===== config.mk =====
export PLATFORM = sky130hd
export DESIGN_NAME = spi_master_bit_engine
export DESIGN_NICKNAME = d
export VERILOG_FILES = /design/src/hdl/spimbe_pkg.sv /design/src/hdl/spi_master_bit_engine.sv
export SDC_FILE = /design/constraint.sdc
export NUM_CORES = 1
export LEC_CHECK = 0
export ABC_AREA = 1
export BUFFER_PORTS_ARGS = -buffer_cell sky130_fd_sc_hd__buf_2
export CORE_MARGIN = 10
export CORE_UTILIZATION = 30
export DETAILED_ROUTE_END_ITERATION = 6
export PLACE_DENSITY = 0.46
export SYNTH_ARGS = -nofsm -noshare
export SYNTH_HDL_FRONTEND = slang
export SYNTH_SLANG_ARGS = --single-unit

===== constraint.sdc =====
create_clock -name i_clk -period 4.5 [get_ports i_clk]
set_input_delay 0 -clock i_clk [delete_from_list [all_inputs] [get_ports i_clk]]
set_output_delay 0 -clock i_clk [all_outputs]
set_load 0.01 [all_outputs]

===== src/hdl/spimbe_pkg.sv =====
package spimbe_pkg;

    localparam int DATA_BITS_DEF  = 8;
    localparam int WAIT_WIDTH_DEF = 16;

    localparam int CFG_DATA_W = 32;
    localparam int CFG_ADDR_W = 5;
    localparam int CFG_IDX_W  = 3;

    localparam int IN_DATA_W  = 16;
    localparam int IN_USER_W  = 2;
    localparam int OUT_DATA_W = 16;

    localparam int BYTE_W = 8;
    localparam int TICK_W = 16;

    typedef enum logic [IN_USER_W-1:0] {
        KIND_TICK    = 2'd0,
        KIND_START   = 2'd1,
        KIND_SELECT  = 2'd2,
        KIND_RELEASE = 2'd3
    } t_kind;

    typedef enum logic [CFG_IDX_W-1:0] {
        REG_CPOL          = 3'd0,
        REG_CPHA          = 3'd1,
        REG_LSB_FIRST     = 3'd2,
        REG_CS_ACTIVE_LOW = 3'd3,
        REG_AUTO_CS       = 3'd4,
        REG_LOW_TICKS     = 3'd5,
        REG_HIGH_TICKS    = 3'd6,
        REG_UNUSED        = 3'd7
    } t_reg_idx;

    localparam logic [1:0] PHASE_FIRST  = 2'd0;
    localparam logic [1:0] PHASE_MIDDLE = 2'd1;
    localparam logic [1:0] PHASE_LAST   = 2'd2;

endpackage


===== src/hdl/spi_master_bit_engine.sv =====
// SPI master bit engine. Every item on the slave stream is one tick of the
// serial clock generator; it returns exactly one result item on the master
// stream holding the pin levels after that tick.
//   s_axis: tdata = {miso, tx_byte}, tuser = kind, tlast = last_in_burst.
//   m_axis: tdata = sck, mosi, cs_pin, rx_valid, rx_byte, busy, accepted.
//   APB: cpol, cpha, lsb_first, cs_active_low, auto_cs, low_ticks,
//   high_ticks at byte addresses 0, 4, ... 24; write only while idle.
// An item's result is registered and is on m_axis in the cycle after acceptance.
// Throughput: one item per cycle while the receiver takes results. The whole
// tick (phase counter, shift registers, pin levels) is computed combinationally
// into the state registers and the result register.
// s_axis_tready stays high while the result register is empty or being
// taken; when the receiver stalls, the held result blocks new items.
// A byte takes DATA_BITS*(3 + 2*low_ticks + high_ticks) items with cpha 0,
// DATA_BITS*(3 + low_ticks + 2*high_ticks) with cpha 1, and one more item,
// the start item that begins it; each phase of value v lasts v+1 ticks.
// Reset (synchronous, active low) clears the engine, deselects chip
// select and empties the result register.
module spi_master_bit_engine
    import spimbe_pkg::*;
#(
    parameter int DATA_BITS  = DATA_BITS_DEF,
    parameter int WAIT_WIDTH = WAIT_WIDTH_DEF
) (
    input  logic                  i_clk,
    input  logic                  i_rst_n,

    input  logic                  s_axis_tvalid,
    output logic                  s_axis_tready,
    input  logic [IN_DATA_W-1:0]  s_axis_tdata,  // tx_byte[7:0], miso[8], zero pad
    input  logic [IN_USER_W-1:0]  s_axis_tuser,  // kind[1:0]
    input  logic                  s_axis_tlast,  // last_in_burst

    output logic                  m_axis_tvalid,
    input  logic                  m_axis_tready,
    output logic [OUT_DATA_W-1:0] m_axis_tdata,  // sck[0], mosi[1], cs_pin[2],
                                                 // rx_valid[3], rx_byte[11:4],
                                                 // busy_res[12], accepted[13], pad

    input  logic                  psel,
    input  logic                  penable,
    input  logic                  pwrite,
    input  logic [CFG_ADDR_W-1:0] paddr,
    input  logic [CFG_DATA_W-1:0] pwdata,
    output logic [CFG_DATA_W-1:0] prdata,
    output logic                  pready
);

    localparam int IW = $clog2(DATA_BITS);
    localparam logic [IW-1:0] LAST_IDX = IW'(DATA_BITS - 1);

    // configuration
    logic              r_cpol, r_cpha, r_lsb_first, r_cs_active_low, r_auto_cs;
    logic [TICK_W-1:0] r_low_ticks, r_high_ticks;

    // engine state
    logic [DATA_BITS-1:0]  r_out_shift, n_out_shift;
    logic [DATA_BITS-1:0]  r_in_shift, n_in_shift;
    logic [IW-1:0]         r_bit_index, n_bit_index;
    logic [1:0]            r_bit_phase, n_bit_phase;
    logic [WAIT_WIDTH-1:0] r_wait, n_wait;
    logic                  r_shifting, n_shifting;
    logic                  r_cs_asserted, n_cs_asserted;
    logic                  r_release_after, n_release_after;
    logic                  r_sck, n_sck;
    logic                  r_mosi, n_mosi;

    // result register
    logic                  r_out_valid;
    logic [OUT_DATA_W-1:0] r_out_data, n_out_data;

    logic                  in_fire;
    logic                  cfg_wr;
    t_reg_idx              cfg_idx;
    t_kind                 kind;
    logic [BYTE_W-1:0]     tx_byte;
    logic                  miso;
    logic                  done, acc, enter;
    logic [IW-1:0]         pos;
    logic [BYTE_W-1:0]     rx_byte;

    assign s_axis_tready = !r_out_valid || m_axis_tready;
    assign in_fire       = s_axis_tvalid && s_axis_tready;
    assign m_axis_tvalid = r_out_valid;
    assign m_axis_tdata  = r_out_data;

    assign pready  = 1'b1;
    assign cfg_idx = t_reg_idx'(paddr[CFG_ADDR_W-1:2]);
    assign cfg_wr  = psel && penable && pwrite;

    assign kind    = t_kind'(s_axis_tuser);
    assign tx_byte = s_axis_tdata[BYTE_W-1:0];
    assign miso    = s_axis_tdata[BYTE_W];

    always_comb begin
        unique case (cfg_idx)
            REG_CPOL:          prdata = CFG_DATA_W'(r_cpol);
            REG_CPHA:          prdata = CFG_DATA_W'(r_cpha);
            REG_LSB_FIRST:     prdata = CFG_DATA_W'(r_lsb_first);
            REG_CS_ACTIVE_LOW: prdata = CFG_DATA_W'(r_cs_active_low);
            REG_AUTO_CS:       prdata = CFG_DATA_W'(r_auto_cs);
            REG_LOW_TICKS:     prdata = CFG_DATA_W'(r_low_ticks);
            REG_HIGH_TICKS:    prdata = CFG_DATA_W'(r_high_ticks);
            default:           prdata = '0;
        endcase
    end

    // one tick of the engine
    always_comb begin
        n_out_shift     = r_out_shift;
        n_in_shift      = r_in_shift;
        n_bit_index     = r_bit_index;
        n_bit_phase     = r_bit_phase;
        n_wait          = r_wait;
        n_shifting      = r_shifting;
        n_cs_asserted   = r_cs_asserted;
        n_release_after = r_release_after;
        n_sck           = r_sck;
        n_mosi          = r_mosi;
        done            = 1'b0;
        acc             = 1'b0;
        enter           = 1'b0;

        pos = r_lsb_first ? r_bit_index : LAST_IDX - r_bit_index;

        if (r_shifting) begin
            if (r_wait != '0) begin
                n_wait = r_wait - 1'b1;
            end else begin
                if (r_bit_phase == PHASE_MIDDLE && !r_cpha) begin
                    n_in_shift[pos] = r_in_shift[pos] | miso;
                end
                if (r_bit_phase != PHASE_LAST) begin
                    n_bit_phase = r_bit_phase + 1'b1;
                    enter       = 1'b1;
                end else if (r_bit_index >= LAST_IDX) begin
                    n_shifting  = 1'b0;
                    n_sck       = r_cpol;
                    n_bit_phase = PHASE_FIRST;
                    if (r_auto_cs && r_release_after) begin
                        n_cs_asserted = 1'b0;
                    end
                    n_release_after = 1'b0;
                    done            = 1'b1;
                end else begin
                    n_bit_index = r_bit_index + 1'b1;
                    n_bit_phase = PHASE_FIRST;
                    enter       = 1'b1;
                end
            end
        end else begin
            case (kind)
                KIND_START: begin
                    acc = 1'b1;
                    if (r_auto_cs) begin
                        n_cs_asserted = 1'b1;
                    end
                    n_release_after = s_axis_tlast;
                    n_out_shift     = DATA_BITS'(tx_byte);
                    n_in_shift      = '0;
                    n_bit_index     = '0;
                    n_bit_phase     = PHASE_FIRST;
                    n_shifting      = 1'b1;
                    enter           = 1'b1;
                end
                KIND_SELECT: begin
                    acc           = 1'b1;
                    n_cs_asserted = 1'b1;
                end
                KIND_RELEASE: begin
                    acc           = 1'b1;
                    n_cs_asserted = 1'b0;
                end
                default: ;
            endcase
        end

        // phase entry, on the updated bit index and phase
        pos = r_lsb_first ? n_bit_index : LAST_IDX - n_bit_index;
        if (enter) begin
            if (!r_cpha) begin
                case (n_bit_phase)
                    PHASE_FIRST: begin
                        n_sck  = r_cpol;
                        n_mosi = n_out_shift[pos];
                        n_wait = WAIT_WIDTH'(r_low_ticks);
                    end
                    PHASE_MIDDLE: begin
                        n_sck  = !r_cpol;
                        n_wait = WAIT_WIDTH'(r_high_ticks);
                    end
                    default: begin
                        n_sck  = r_cpol;
                        n_wait = WAIT_WIDTH'(r_low_ticks);
                    end
                endcase
            end else begin
                case (n_bit_phase)
                    PHASE_FIRST: begin
                        n_sck  = !r_cpol;
                        n_wait = WAIT_WIDTH'(r_high_ticks);
                    end
                    PHASE_MIDDLE: begin
                        n_mosi = n_out_shift[pos];
                        n_wait = WAIT_WIDTH'(r_low_ticks);
                    end
                    default: begin
                        n_sck           = r_cpol;
                        n_in_shift[pos] = n_in_shift[pos] | miso;
                        n_wait          = WAIT_WIDTH'(r_high_ticks);
                    end
                endcase
            end
        end

        rx_byte    = done ? BYTE_W'(n_in_shift) : '0;
        n_out_data = OUT_DATA_W'({acc, n_shifting, rx_byte, done,
                                  n_cs_asserted ^ r_cs_active_low, n_mosi, n_sck});
    end

    always_ff @(posedge i_clk) begin
        if (!i_rst_n) begin
            r_cpol          <= 1'b0;
            r_cpha          <= 1'b0;
            r_lsb_first     <= 1'b0;
            r_cs_active_low <= 1'b1;
            r_auto_cs       <= 1'b0;
            r_low_ticks     <= '0;
            r_high_ticks    <= '0;
            r_out_shift     <= '0;
            r_in_shift      <= '0;
            r_bit_index     <= '0;
            r_bit_phase     <= PHASE_FIRST;
            r_wait          <= '0;
            r_shifting      <= 1'b0;
            r_cs_asserted   <= 1'b0;
            r_release_after <= 1'b0;
            r_sck           <= 1'b0;
            r_mosi          <= 1'b0;
            r_out_valid     <= 1'b0;
        end else begin
            if (cfg_wr) begin
                case (cfg_idx)
                    REG_CPOL: begin
                        r_cpol <= pwdata[0];
                        if (!r_shifting) begin
                            r_sck <= pwdata[0];
                        end
                    end
                    REG_CPHA:      r_cpha      <= pwdata[0];
                    REG_LSB_FIRST: r_lsb_first <= pwdata[0];
                    REG_CS_ACTIVE_LOW: begin
                        r_cs_active_low <= pwdata[0];
                        r_cs_asserted   <= 1'b0;
                    end
                    REG_AUTO_CS:    r_auto_cs    <= pwdata[0];
                    REG_LOW_TICKS:  r_low_ticks  <= TICK_W'(WAIT_WIDTH'(pwdata[TICK_W-1:0]));
                    REG_HIGH_TICKS: r_high_ticks <= TICK_W'(WAIT_WIDTH'(pwdata[TICK_W-1:0]));
                    default: ;
                endcase
            end else if (in_fire) begin
                r_out_shift     <= n_out_shift;
                r_in_shift      <= n_in_shift;
                r_bit_index     <= n_bit_index;
                r_bit_phase     <= n_bit_phase;
                r_wait          <= n_wait;
                r_shifting      <= n_shifting;
                r_cs_asserted   <= n_cs_asserted;
                r_release_after <= n_release_after;
                r_sck           <= n_sck;
                r_mosi          <= n_mosi;
            end
            if (in_fire) begin
                r_out_valid <= 1'b1;
            end else if (m_axis_tready) begin
                r_out_valid <= 1'b0;
            end
        end
    end

    always_ff @(posedge i_clk) begin
        if (in_fire) begin
            r_out_data <= n_out_data;
        end
    end

endmodule

==> results.toml, run 1 <==
[clock_tree]
clk_pin_slew_ps = 80
tritoncts = "built"
cts_root_buf = "clkbuf_16"
cts_made_buffers = 9
clock-sinks = 94
clock_latency_ps = 360
cts_max_path_buffers = 2
h-tree-depth = 3
cts_resized = 0

[yosys]
synth-async-reset-ratio_pct = 0
synth_commonest_cells = "nand2_1, o21ai_0, inv_1"
synth.avg_cell_area_um2 = 6.60
synth_edf_count = 14
synth_warnings = 0
post-synth-top-area-cell = "dfxtp_1"
ys_seq_area_share_pct = 34.2
synthCells = 896
synth.most_common_cell = "nand2_1"
synth.area.top_cells = "dfxtp_1, nand2_1, o21ai_0"
synth-main-ff-cell = "dfxtp_1"
synth_seq_cells = 94
ys_types = 45
syn_area_um2 = 5910
netlist.area_leader.share_pct = 27.1

[timing]
post-route-min-period_ps = 3070
finalCritPeriodShare_pct = 68.2
setup_viol = 0
worst_pin_slew_ps = 988
finalHoldViolations = 0
skew_ps = 13.3
relSlewSlack_pct = 34.1
slew_violations = 0
tns_ps = 0
rsz0062_at_grt = "no"
max_freq_mhz = 326
hold-worst-slack_ps = 38.3

[power_and_ir_drop]
switching_share_pct = 33.9
p_seq_share_pct = 42.3
power_leakage_nw = 3.07
power_mw = 2.19
cell_internal_pwr_mw = 1.45
max-vdd-ir-drop_mv = 0.183
clkPwrFrac_pct = 35.5
comb_power_share_pct = 22.2
p_sw_mw = 0.740
p_per_area_nw_per_um2 = 315

[routing]
drtIter0Drc = 311
avgRoutedWirePerCell_um = 14.3
firstDrtPassIters = 4
ant_nets = 0
num_vias = 5728
vias_per_cell = 4.61
routed_wl_mm = 17.8
drc_errors = 0

[global_routing]
overflow = 0
grt.total_usage_pct = 13.8
antenna_found_initial = 0
grt_pass1_wl_mm = 29.4
grt_max_degree = 59
grt_pass1_vias = 5698

[floorplan]
die_w_um = 160
core.rowCount = 51
die_area_um2 = 25700
die_h_um = 160
initial_core_util_pct = 30.5
io_pins = 114
core_area_um2 = 19400

[place]
dp_hpwl_mm = 13.0
portBuffers = 69
gp_congestion = 0.837
dp_cells = 1201

[job]
maxCapViolCount = 0

[setup_path]
path_buf_inv = 2
max_stage_delay_ps = 470
required_ps = 4610
crit_path_end_kind = "flip-flop"
cp_cell_sequence = "inv_2 > nand2_1 > nand2_4 > inv_2 > nor3_2 > nand2_1 > o21ai_0 > a21oi_1"
r2r_setup_slack_ps = 1430
cp.arrival_ps = 3180
cp_top_family = "simple AND/OR/NAND/NOR gates"
path_max_fanout = 19
cp_slowest_cell = "nand2_1"
start_kind = "flip-flop"
crit_type = "reg -> reg"

[cells_and_area]
nNetsFinal = 1039
multiInputGateArea_um2 = 3250
fillerInstances = 2201
fin_cells = 1243
register_area_um2 = 2020
syn_to_final_growth_pct = 17.5
fin_util_pct = 35.8
final_layout_size_suffix_gt1_share_pct = 16.2
diodes = 0

[min_path]
hold_path_class = "in -> reg"

[status]
status = "finished, final reports clean"
-- registers in the layout (all words and copies together) (netlist names) --
signal and cells:
r_bit_index 3, r_cpol 1, r_cs_active_low 1, m_axis_tvalid 1, r_wait 16, r_shifting 1
r_in_shift 8, r_lsb_first 1, m_axis_tdata 14, r_cs_asserted 1, r_cpha 1, r_release_after 1
r_auto_cs 1, r_low_ticks 16, r_out_shift 8, r_mosi 1, r_bit_phase 2, r_sck 1
r_high_ticks 16
-- final timing paths --
path                                       from              end  depth (start not counted)
worst min register to register  r_low_ticks[13]  r_low_ticks[13]                          2
worst max register to register       r_shifting  m_axis_tdata[4]                          8
worst min-delay path            s_axis_tdata[4]   r_out_shift[4]                          5
worst max-delay path                 r_shifting  m_axis_tdata[4]                          8
-- routing by layer --
layer | part of all wire, % | track usage (%) | up-vias
li1 | - | - | 3061
met1 | 47 | 16.8 | 2594
met2 | 50 | 24.6 | 63
met3 | 2.9 | 2.68 | 10
met4 | 0.74 | 2.71 | 0
met5 | 0 | 0 | -
-- logic make-up (layout without fill, tap and decap cells) --
family	count (synthesis)	in the layout	share of synthesized area (%)
compound gates	235	235	21.5
mux	4	4	0.678
buf+inv	163	228	12.0
other cells	2	19	0.127
fa+ha+maj	3	3	0.635
xor+xnor	9	9	1.46
simple gates	386	386	29.4
flops	94	94	34.2
-- tightest hold or removal path: cells and delay by family --
family	cells	cell delay [ps]
buf+inv	2	140
compound gates	1	120
simple gates	2	100
-- layout by cell type (no fill, tap or decap), types with 2 or more instances in the layout --
cell type      synthesis  final
a211oi_1               5      5
nor3_2                 3      3
nor3_1                11     11
xor2_1                 6      6
edfxtp_1              14     14
dfxtp_1               80     80
inv_2                 14     14
nor2_1                89     88
inv_8                  0      2
a21oi_1               94     94
o211ai_1              11     11
o21ai_0              100    100
ha_1                   3      3
buf_2                  8     69
a31oi_1                7      7
inv_6                  0      3
buf_4                 19      4
nand2_1              190    190
clkbuf_16              0      9
mux2i_1                4      4
nand3_2                4      4
nand4_1                8      8
inv_1                 98     98
xnor2_1                2      2
nor2_4                 7      7
o21ai_2                2      2
conb_1                 2     19
o21ai_1                5      5
nand2_2               24     24
o22ai_1                4      4
nor2_2                 8      9
nand3_1               38     38
dlygate4sd3_1          0     26
-- layout make-up --
type / instances / share of cell area, %
timing repair buffer: 99 / 9.15
clock inverter: 7 / 0.865
multi-input combinational: 656 / 46.7
tap: 265 / 4.77
sequential: 94 / 29.1
inverter: 113 / 6.11
clock buffer: 9 / 3.24
-- power groups by stage --
| stage | Combinational (mW) | Clock (mW) | Sequential, mW |
|---|---|---|---|
| floorplan | 0.358 | 0 | 0.940 |
| global placement | 0.470 | 0 | 0.943 |
| detailed placement | 0.473 | 0 | 0.943 |
| CTS | 0.493 | 0.799 | 0.924 |
| global route | 0.559 | 0.834 | 0.930 |
| finish | 0.485 | 0.776 | 0.924 |
-- stage by stage --
step,setup WS (ps),instance area [um2]
after floorplan,2300,5970
after global placement,1360,6400
after detailed placement,1370,6400
after CTS,1330,6940
after global routing,1090,6940
final,1430,6940
-- timing repair --
item                      4_1_cts  5_1_grt
hold endpoints to repair       40        0
buffers inserted                0        0
hold buffers                   26        0
Note: power is estimated with default switching activity, not from simulation.
==> inputs of run 2 (changes only) <==
Settings changed: ABC_AREA 1 to 0, PLACE_DENSITY 0.46 to 0.47.
Clock period 4.5 ns to 2.5 ns, I/O delays scaled along.
==> results.toml, run 2 <==
[status]
status = "finished with violations"
violations = "negative setup slack"

[yosys]
synthMuxAreaShare_pct = 5.20
syn_area_um2 = 5840
synth.most_common_cell = "nand2_1"
synthSimpleGateAreaFrac_pct = 24.5
synth_edf_count = 14
ys_seq_area_share_pct = 34.6
synth-main-ff-cell = "dfxtp_1"
post-synth-top-area-cell = "dfxtp_1"
synth_seq_cells = 94
synth_top_family_by_area = "compound AO/OA/AOI/OAI gates"
synthXorXnorAreaFrac_pct = 1.48
synthCells = 730
synth.area.top_cells = "dfxtp_1, nand2_1, edfxtp_1"
ys_types = 72
netlist.area_leader.share_pct = 27.4
synth-async-reset-ratio_pct = 0
synth_warnings = 0
synth_commonest_cells = "nand2_1, dfxtp_1, nor2_1"
synth_compound_area_share_pct = 26.2
synth.avg_cell_area_um2 = 8.01
synth-adder-area-share_pct = 0.642

[floorplan]
core.rowCount = 50
io_pins = 114
core_area_um2 = 19000
die_w_um = 160
die_h_um = 160
die_area_um2 = 25500
initial_core_util_pct = 30.8

[routing]
firstDrtPassIters = 5
vias_per_cell = 5.20
num_vias = 5990
avgRoutedWirePerCell_um = 17.1
drtIter0Drc = 412
drc_errors = 0
ant_nets = 0
routed_wl_mm = 19.7

[place]
dp_hpwl_mm = 14.5
place_area_um2 = 7030
portBuffers = 69
gp_congestion = 0.874
dp_cells = 1101

[cells_and_area]
fin_cells = 1152
final_layout_size_suffix_gt1_share_pct = 29.1
syn_to_final_growth_pct = 36.7
nNetsFinal = 954
diodes = 0
layout_common_cells = "nand2_1, buf_4, dfxtp_1, buf_2, a21boi_0"
finalInstanceArea_um2 = 7990
final_common_cell = "nand2_1"
fillerInstances = 1868
fin_util_pct = 42.2
reg_top3 = "r_high_ticks x16, r_low_ticks x16, r_wait x16"

[power_and_ir_drop]
p_per_area_nw_per_um2 = 520
clkPwrFrac_pct = 33.9
p_seq_share_pct = 39.3
power_leakage_nw = 3.08
cell_internal_pwr_mw = 2.90
comb_power_share_pct = 26.7
switching_share_pct = 30.3
p_sw_mw = 1.26
max-vdd-ir-drop_mv = 0.310

[global_routing]
grt_pass1_vias = 5689
grt_max_degree = 32
antenna_found_initial = 0
grt_pass1_wl_mm = 31.0
grt.total_usage_pct = 14.8
overflow = 0

[timing]
setup_viol = 19
finalHoldViolations = 0
post-route-min-period_ps = 2770
skew_ps = 8.94
slew_violations = 0
relSlewSlack_pct = 53.1
tns_ps = -2320
max_freq_mhz = 361
rsz0062_at_grt = "yes"
finalCritPeriodShare_pct = 111
worst_pin_slew_ps = 703
worst_slack_ps = -266

[setup_path]
crit_type = "reg -> reg"
start_kind = "flip-flop"
reg2reg_depth = 10
cp.arrival_ps = 2860
cp_cell_sequence = "inv_2 > ha_4 > nor4b_4 > nand4_1 > o2111a_1 > a211oi_4 > mux4_2 > nand3_2 > nand4_1 > mux2_4"
crit_path_frequent_cell = "nand4_1"
cp_slowest_cell = "mux4_2"
required_ps = 2600
critical_path_cell_count = 10
max_stage_delay_ps = 560
cp_top_family = "multiplexers"
path_buf_inv = 1
path_max_fanout = 2
crit_path_end_kind = "flip-flop"

[min_path]
hold_depth = 3
hold_path_class = "in -> reg"

[clock_tree]
clk_pin_slew_ps = 70
tritoncts = "built"
cts_max_path_buffers = 2
cts_root_buf = "clkbuf_16"
cts_made_buffers = 9
clock-sinks = 94
clock_latency_ps = 350
h-tree-depth = 3

[job]
maxCapViolCount = 0
run 2: cell types whose count changed in the layout (fill, tap and decap cells not counted), sizes merged, moves of 10 or more:
cell,delta
nor4,+10
a22o,+16
and3,+18
a21oi,-66
o21ai,-60
nand2,-85
nand3,-18
nor2b,+12
nor2,-57
inv,-104
buf,+103
mux2i,+14
a21boi,+52
run 2: worst paths after layout:
kind	startpoint	slack [ps]	to
min reg2reg	r_out_shift[4]	470	r_out_shift[4]
min	m_axis_tready	50	m_axis_tvalid
max reg2reg	r_wait[1]	-270	m_axis_tdata[1]
max	r_wait[1]	-270	m_axis_tdata[1]
run 2: repair_timing:
action	4_1_cts	5_1_grt
setup endpoints to repair	33	38
buffers inserted	1	8
pin swaps	3	12
gates resized for setup	18	51
hold buffers	27	0
hold endpoints to repair	44	0
run 2: routing by layer:
metal | global-route usage (%) | vias up | part of all wire (%) | routed length (um)
met5 | 0 | - | 0 | 0
met4 | 4.21 | 0 | 1.3 | 262
met3 | 3.02 | 22 | 6.5 | 1290
met2 | 21.1 | 198 | 43 | 8510
met1 | 21.6 | 2844 | 49 | 9640
li1 | - | 2926 | - | -
run 2: cells by family (layout without fill, tap and decap cells):
group                      count (synthesis)  in the layout
adders and majority gates                  3              3
other                                      2             19
AOI/OAI and AO/OA                        217            217
muxes                                     25             25
xor gates and xnor gates                   9              9
DFF                                       94             94
and+or+nand+nor                          295            295
buffers and inverters                     85            230
run 2: worst register-to-register path, delay by kind of cell, from the launching register on:
family | cells | cell delay [ps]
AO/OA/AOI/OAI | 2 | 580
adder cells (fa/ha/maj) | 1 | 120
buffers and inverters | 1 | 70
flip-flops | 1 | 320
multiplexers | 2 | 840
AND/OR/NAND/NOR | 4 | 560
run 2: final cells by class:
| type | count | area [um2] | share of cell area [%] |
|---|---|---|---|
| multi-input combinational | 568 | 3790 | 47.5 |
| sequential | 94 | 2030 | 25.3 |
| timing repair buffer | 203 | 1500 | 18.8 |
| tap | 260 | 325 | 4.07 |
| clock buffer | 10 | 239 | 2.99 |
| clock inverter | 5 | 57.6 | 0.720 |
| inverter | 12 | 45.0 | 0.564 |
run 2: power by group through the flow:
stage               clock network [mW]  registers (mW)  logic, mW
finish                            1.41            1.64       1.11
global route                      1.52            1.64       1.21
global placement                     0            1.67      0.946
floorplan                            0            1.67      0.600
detailed placement                   0            1.67      0.952
CTS                               1.45            1.63       1.01
run 2: stage by stage:
stage	total power, mW	hold WS (ps)	worst slack [ps]
floorplan	2.27	135	-299
global placement	2.61	249	-274
detailed placement	2.62	263	-316
CTS	4.09	28.4	-266
global route	4.37	63.0	-395
finish	4.16	49.0	-266
